===== src/hw/rtl/orbl_pkg.sv =====
`timescale 1ns / 1ps
// ----------------------------------------------------------------------------
// orbl_pkg
// Types and codes shared by the overwriting byte log ring.
// ----------------------------------------------------------------------------
package orbl_pkg;

  localparam logic [1:0] OP_PUT     = 2'd0;
  localparam logic [1:0] OP_READ    = 2'd1;
  localparam logic [1:0] OP_CLEAR   = 2'd2;
  localparam logic [1:0] OP_IGNORED = 2'd3;

  localparam logic [0:0] REG_HOLD_CLEAR = 1'd0;

  typedef struct packed {
    logic [1:0] op;
    logic [7:0] put_byte;
    logic [6:0] read_count;
  } in_item_t;

  typedef struct packed {
    logic [7:0] read_byte;
    logic       empty_flag;
    logic       last_of_burst;
  } out_item_t;

  typedef struct packed {
    logic put;
    logic clear;
    logic rd_start;
    logic fetch;
  } cmd_t;

  typedef struct packed {
    logic n_zero;
    logic rem_zero;
  } status_t;

endpackage


===== src/hw/rtl/orbl_ctrl.sv =====
`timescale 1ns / 1ps
// ----------------------------------------------------------------------------
// orbl_ctrl
// Sequencer: accepts operations, steps read bursts one byte at a time.
// ----------------------------------------------------------------------------
module orbl_ctrl
  import orbl_pkg::*;
(
  input  logic       clk,
  input  logic       rst,
  input  logic       in_valid,
  input  logic [1:0] op,
  output logic       in_stall,
  output logic       out_valid,
  input  logic       out_stall,
  input  status_t    status,
  output cmd_t       cmd
);

  localparam logic [1:0] S_IDLE  = 2'd0;
  localparam logic [1:0] S_FETCH = 2'd1;
  localparam logic [1:0] S_SHOW  = 2'd2;

  logic [1:0] state;
  logic [1:0] state_next;
  logic       accept;

  assign in_stall  = (state != S_IDLE);
  assign out_valid = (state == S_SHOW);
  assign accept    = in_valid && (state == S_IDLE);

  assign cmd.put      = accept && (op == OP_PUT);
  assign cmd.clear    = accept && (op == OP_CLEAR);
  assign cmd.rd_start = accept && (op == OP_READ);
  assign cmd.fetch    = (state == S_FETCH);

  always_comb begin
    state_next = state;
    case (state)
      S_IDLE: begin
        if (cmd.rd_start) begin
          state_next = status.n_zero ? S_SHOW : S_FETCH;
        end
      end
      S_FETCH: state_next = S_SHOW;
      S_SHOW: begin
        if (!out_stall) begin
          state_next = status.rem_zero ? S_IDLE : S_FETCH;
        end
      end
      default: state_next = S_IDLE;
    endcase
  end

  always_ff @(posedge clk) begin
    if (rst) begin
      state <= S_IDLE;
    end else begin
      state <= state_next;
    end
  end

endmodule


===== config.mk =====
export PLATFORM = sky130hd
export DESIGN_NAME = orbl_ctrl
export DESIGN_NICKNAME = d
export VERILOG_FILES = /design/src/hw/rtl/orbl_pkg.sv /design/src/hw/rtl/orbl_ctrl.sv
export SDC_FILE = /design/constraint.sdc
export NUM_CORES = 1
export LEC_CHECK = 0
export ABC_AREA = 1
export CAP_MARGIN = 40
export CORE_AREA = 3 3 40 42
export CTS_CLUSTER_DIAMETER = 80
export DETAILED_ROUTE_END_ITERATION = 16
export DIE_AREA = 0 0 43 45
export DONT_BUFFER_PORTS = 1
export PLACE_DENSITY = 0.31
export SLEW_MARGIN = 20
export SYNTH_ARGS = -nofsm -noshare
export SYNTH_HDL_FRONTEND = slang
export SYNTH_SLANG_ARGS = --single-unit

===== constraint.sdc =====
create_clock -name clk -period 1.4 [get_ports clk]
set_input_delay 0.07 -clock clk [delete_from_list [all_inputs] [get_ports clk]]
set_output_delay 0.07 -clock clk [all_outputs]
set_load 0.02 [all_outputs]

==> summary.md, run 1 <==
| Metric | Value |
|---|---|
| Sequential fraction of the synthesis area | 0.267 |
| Ys Warns | 0 |
| Biggest regs | state (2) |
| Top-area cell type share of the netlist area | 0.267 |
| Clock transition at the registers of the reported paths | 0.03 ns |
| Slew @ Worst Pin | between 0.3 and 0.4 ns |
| Cell Area, Synth | 150 um2 |
| CTS Buf Count | 3 |
| Status | finished, final reports clean |
| Fmax | around 0.85 GHz |
| Most frequent cells in the layout | nor2_1, nand2_1, inv_1 |
| I/O Pins | 14 |
| Critical Path End Type | primary output |
| Total grt overflow | 0 |
| DR iter-0 viols | 3 |
| Most flop-heavy register | state |
| Share of cells above drive strength 1 | 0.200 |
| Placer Congestion | 0.662 |
| Total power | ~0.00025 W |
| Largest cells by area after synthesis | dfxtp_1, nor2_1, nand2_1, nand3_1, inv_1 |
| Largest net degree at the start of global routing | 7 |
| Std-Cell Rows | 13 |
| Post-CTS Setup Inserts | 0 |
| First-pass DRT Iterations | 2 |
| R2r setup slk | about 0.42 ns |
| Worst-Skew Late Latency | between 0.2 and 0.25 ns |
| PwrDens | 1110 nW/um2 |
| Tcrit/Tclk final | 0.843 |
| DP HPWL | approximately 390 um |
| TritonCTS clock tree | built |
| Max Clock Skew | ~0.0034 ns |
| Worst setup SP type | register |
| Initial Util | 0.117 |
| Clock Tree Buf Depth | 2 |
| Critical path required time | approximately 1.3 ns |
| Mapped Cells | 28 |
| FF+latch count, synth | 2 |
| Setup TNS | 0 ns |
| Drt drc | 0 |
| Diodes inserted | 0 |
| Die extent in y | between 40 and 50 um |
| Pleak | around 0.12 nW |
| Final hold viol count | 0 |
| Die width | 43 um |
| Worst Setup Path Type | reg -> out |
| Number of global-route vias before repair | roughly 200 |
| Syn-to-layout area delta | 49.2% |
| Syn Area/Cell | 5.36 um2 |
| Post-Syn Nets | 36 |
| Worst Hold Class | in -> reg |
| Max FFs per register | 2 |
| Most common cell after layout, fill and taps aside | nor2_1 |
| Gr usage total | 0.0540 |
| Wirelength per Cell | ~9 um |
| Synth cell types | 9 |
| RSZ-0062 raised after global routing | false |
| Final Max Tran Viols | 0 |
| CP max FO | 6 |
| H-tree depth | 1 |
| DR vias/cell | 3.88 |
| Crit path DAT | approximately 1.1 ns |
| First-pass GRT wire length | approximately 700 um |
| Die area | roughly 1900 um2 |
| Port Buffer Count | 0 |
| Min Tclk post-route | about 1.2 ns |
| CTS Sinks | 2 |
| Worst slew margin | 0.736 |
| Cell taking the most area after synthesis | dfxtp_1 |
| Via count | around 190 |
| Routed Antenna Nets | 0 |
| NumNets Final | 45 |
| Maxcap violations | 0 |
| CTS root buffer | clkbuf_4 |
| Setup violators final | 0 |
| Initial antenna violation count | 0 |
| Core Area | 1280 um2 |
| Max VDD drop | around 240 uV |
| WL final | 449 um |
stage by stage:
stage | hold slack, ns | std cells | setup WS [ns] | area (um2) | util
after floorplan | 0.208 | 28 | 0.335 | 150 | -
after global placement | 0.223 | 46 | 0.441 | 191 | 0.149
after detailed placement | 0.227 | 46 | 0.421 | 191 | 0.149
after CTS | 0.0312 | 50 | 0.196 | 224 | 0.174
after global routing | 0.0637 | 50 | 0.0635 | 224 | 0.174
final | 0.0332 | 50 | 0.219 | 224 | 0.174
where the power goes:
part	leakage, nW	switching, W	total [W]	internal, W
registers	0.0163	0.00000474	0.0000659	0.0000612
logic	0.0863	0.0000373	0.0000572	0.0000199
clock network	0.0138	0.0000312	0.000126	0.0000945
cells in the mapped netlist, drive strengths merged:
master  n
nor2    7
nand3   3
dfxtp   2
nand3b  1
nor3    2
inv     5
nand2   6
o21ai   2
layer usage:
layer | GRT usage | vias up | routed length (um) | share of wire
met5 | 0 | - | 0 | 0
met4 | 0.0723 | 0 | 0 | 0
met3 | 0.0239 | 0 | 13 | 0.029
met2 | 0.111 | 1 | 337 | 0.75
met1 | 0.0240 | 90 | 98 | 0.22
li1 | - | 103 | - | -
cells by family (layout without fill, tap and decap cells):
kind of cell | Yosys count | after routing | synth area share
AOI/OAI and AO/OA | 2 | 2 | 0.0667
buffers and inverters | 5 | 12 | 0.125
DFF | 2 | 2 | 0.267
and+or+nand+nor | 19 | 19 | 0.542
worst max-delay path: stages (launching register included):
cell and delay [ns]:
dfxtp_1 0.35, nor2_1 0.13, nand2_1 0.09, nor2_1 0.31
path summary, 6_finish.rpt:
path	to	cells past startpoint	start
min	state[0]	3	rst
min reg2reg	state[1]	3	state[0]
max	cmd[1]	3	state[1]
max reg2reg	state[0]	5	state[0]
final cells by class:
class	instances	area [um2]
Clock buffer	3	22.5
Multi-Input combinational cell	21	91.3
Fill cell	152	1060
Timing Repair Buffer	4	32.5
Inverter	5	18.8
Sequential cell	2	40.0
Tap cell	15	18.8
timing repair:
| action | 4_1_cts | 5_1_grt |
|---|---|---|
| hold buffers | 1 | 0 |
| resized for setup | 0 | 0 |
| endpoints found under the hold margin | 1 | 0 |
Power figures use the tool's default switching activity.
==> inputs of run 2 (changes only) <==
- clock period: 1.4 -> 1.1 ns (I/O delays scaled with it)
==> summary.md, run 2 (same netlist as run 1, synthesis figures left out) <==
| Metric | Value |
|---|---|
| Die width | between 40 and 50 um |
| Max FFs per register | 2 |
| Final worst setup slack | roughly 0.016 ns |
| Setup TNS | 0 ns |
| Diodes inserted | 0 |
| Largest net degree at the start of global routing | 5 |
| Fmax | 0.922 GHz |
| Pleak | approximately 0.14 nW |
| Maxcap violations | 0 |
| Drt drc | 0 |
| CTS Buf Count | 3 |
| Worst Hold Class | in -> reg |
| Total grt overflow | 0 |
| Worst Setup Path Type | reg -> out |
| Worst Path Buf+Inv | 3 |
| Placer Congestion | 0.682 |
| Die extent in y | 45 um |
| Worst slew margin | 0.826 |
| Slew @ Worst Pin | around 0.26 ns |
| Placed cell area | approximately 210 um2 |
| Crit path DAT | around 1 ns |
| DP HPWL | between 300 and 400 um |
| Critical Path End Type | primary output |
| Hold path start | rst |
| PwrDens | 1250 nW/um2 |
| R2r setup slk | 0.15 ns |
| WL final | 515 um |
| Max Clock Skew | ~0.0036 ns |
| Number of global-route vias before repair | between 200 and 250 |
| Most flop-heavy register | state |
| Max incr delay on CP | 0.36 ns |
| CP max FO | 4 |
| Final Max Tran Viols | 0 |
| Port Buffer Count | 0 |
| DR vias/cell | roughly 3.9 |
| Biggest regs | state (2) |
| Core Area | approximately 1300 um2 |
| Most frequent cells in the layout | buf_4, nor2_1, nand2_1 |
| Worst Hold Path EP | state[0] |
| Hold path cells | 3 |
| I/O Pins | 14 |
| Share of cells above drive strength 1 | 0.447 |
| Initial Util | 0.117 |
| TritonCTS clock tree | built |
| First-pass DRT Iterations | 2 |
| FF-to-FF Start | state[1] |
| Status | finished, final reports clean |
| DR iter-0 viols | 2 |
| RSZ-0062 raised after global routing | true |
| Tcrit/Tclk final | 0.986 |
| Std-Cell Rows | 13 |
| Initial antenna violation count | 0 |
| Clock Tree Buf Depth | 2 |
| Worst reg2reg endpoint | state[0] |
| Worst setup SP type | register |
| Min Tclk post-route | 1.08 ns |
| Family with the most delay on the worst path | flip-flops |
| Routed Antenna Nets | 0 |
| Final hold viol count | 0 |
| Via count | between 200 and 250 |
| Slowest cell on crit path | dfxtp_4 |
| Syn-to-layout area delta | 82.5% |
| Critical path required time | approximately 1.0 ns |
| Gr usage total | 0.0549 |
| Die area | 1940 um2 |
| CTS Sinks | 2 |
| First-pass GRT wire length | 765 um |
| Clock transition at the registers of the reported paths | around 0.03 ns |
| NumNets Final | between 40 and 50 |
| Wirelength per Cell | 9.72 um |
| Setup violators final | 0 |
| H-tree depth | 1 |
| Max VDD drop | approximately 440 uV |
| Cell-by-cell trace of the critical path | buf_4 -> inv_2 -> nor2_1 -> buf_4 |
| CTS root buffer | clkbuf_4 |
| Worst-Skew Late Latency | around 0.22 ns |
| Post-Place Setup Slack | between 0.1 and 0.15 ns |
| Most common cell on crit path | buf_4 |
| Final Cell Area | roughly 270 um2 |
| FF-to-FF path depth | 6 |
| Number of fill cells in the layout | 152 |
| Most common cell after layout, fill and taps aside | buf_4 |
run 2: changes by cell type in the layout (fill, tap and decap cells not counted), sizes merged:
cell / previous run / this run
buf: 3 / 6
run 2: layer usage:
layer,global-route usage,routed length (um),up-vias
met5,0,0,-
met4,0.0542,0,0
li1,-,-,107
met2,0.111,345,1
met3,0.0120,9,0
met1,0.0408,160,97
run 2: cell type report:
class | count | area (um2) | area share
inverters | 5 | 18.8 | 0.0685
clock buffers | 3 | 22.5 | 0.0822
repair buffers | 7 | 55.1 | 0.201
flip-flops and latches | 2 | 45.0 | 0.164
well taps | 15 | 18.8 | 0.0685
multi-input cells | 21 | 114 | 0.416
run 2: through the flow:
| step | power (W) | hold WS, ns | instances | utilization |
|---|---|---|---|---|
| final | 0.000342 | 0.0188 | 53 | 0.213 |
| after global routing | 0.000365 | 0.0374 | 53 | 0.213 |
| after global placement | 0.000164 | 0.208 | 48 | 0.161 |
| after floorplan | 0.000138 | 0.193 | 28 | - |
| after CTS | 0.000354 | 0.0143 | 53 | 0.208 |
| after detailed placement | 0.000166 | 0.216 | 48 | 0.161 |
run 2: worst max path at each step:
stage,from,end,depth (start not counted),slack [ns]
6_report,state[1],out_valid,4,0.02
5_1_grt,state[0],cmd[3],4,-0.06
4_1_cts,state[1],cmd[3],4,-0.04
3_5_place_dp,state[1],cmd[3],4,0.14
3_3_place_gp,state[1],cmd[2],4,0.16
2_1_floorplan,state[1],cmd[2],3,0.05
run 2: power breakdown:
part | switching (W) | leakage [nW] | internal [W] | total [W]
combinational | 0.0000568 | 0.107 | 0.0000401 | 0.0000969
clock | 0.0000394 | 0.0138 | 0.000120 | 0.000160
sequential | 0.00000722 | 0.0175 | 0.0000780 | 0.0000852
total | 0.000103 | 0.138 | 0.000238 | 0.000342
run 2: worst register-to-register path, cell delays in order, from the launching register on:
cell and delay (ns):
dfxtp_4 0.35, buf_4 0.14, inv_2 0.05, nand2_1 0.06, o21ai_1 0.12, nand2_1 0.07, nor2_1 0.08
run 2: what timing repair did:
action                     4_1_cts  5_1_grt
hold endpoints to repair         1        0
pin swaps                        3        3
setup endpoints to repair        3        5
buffers inserted                 1        0
hold buffers                     1        0
gates resized for setup          7        2
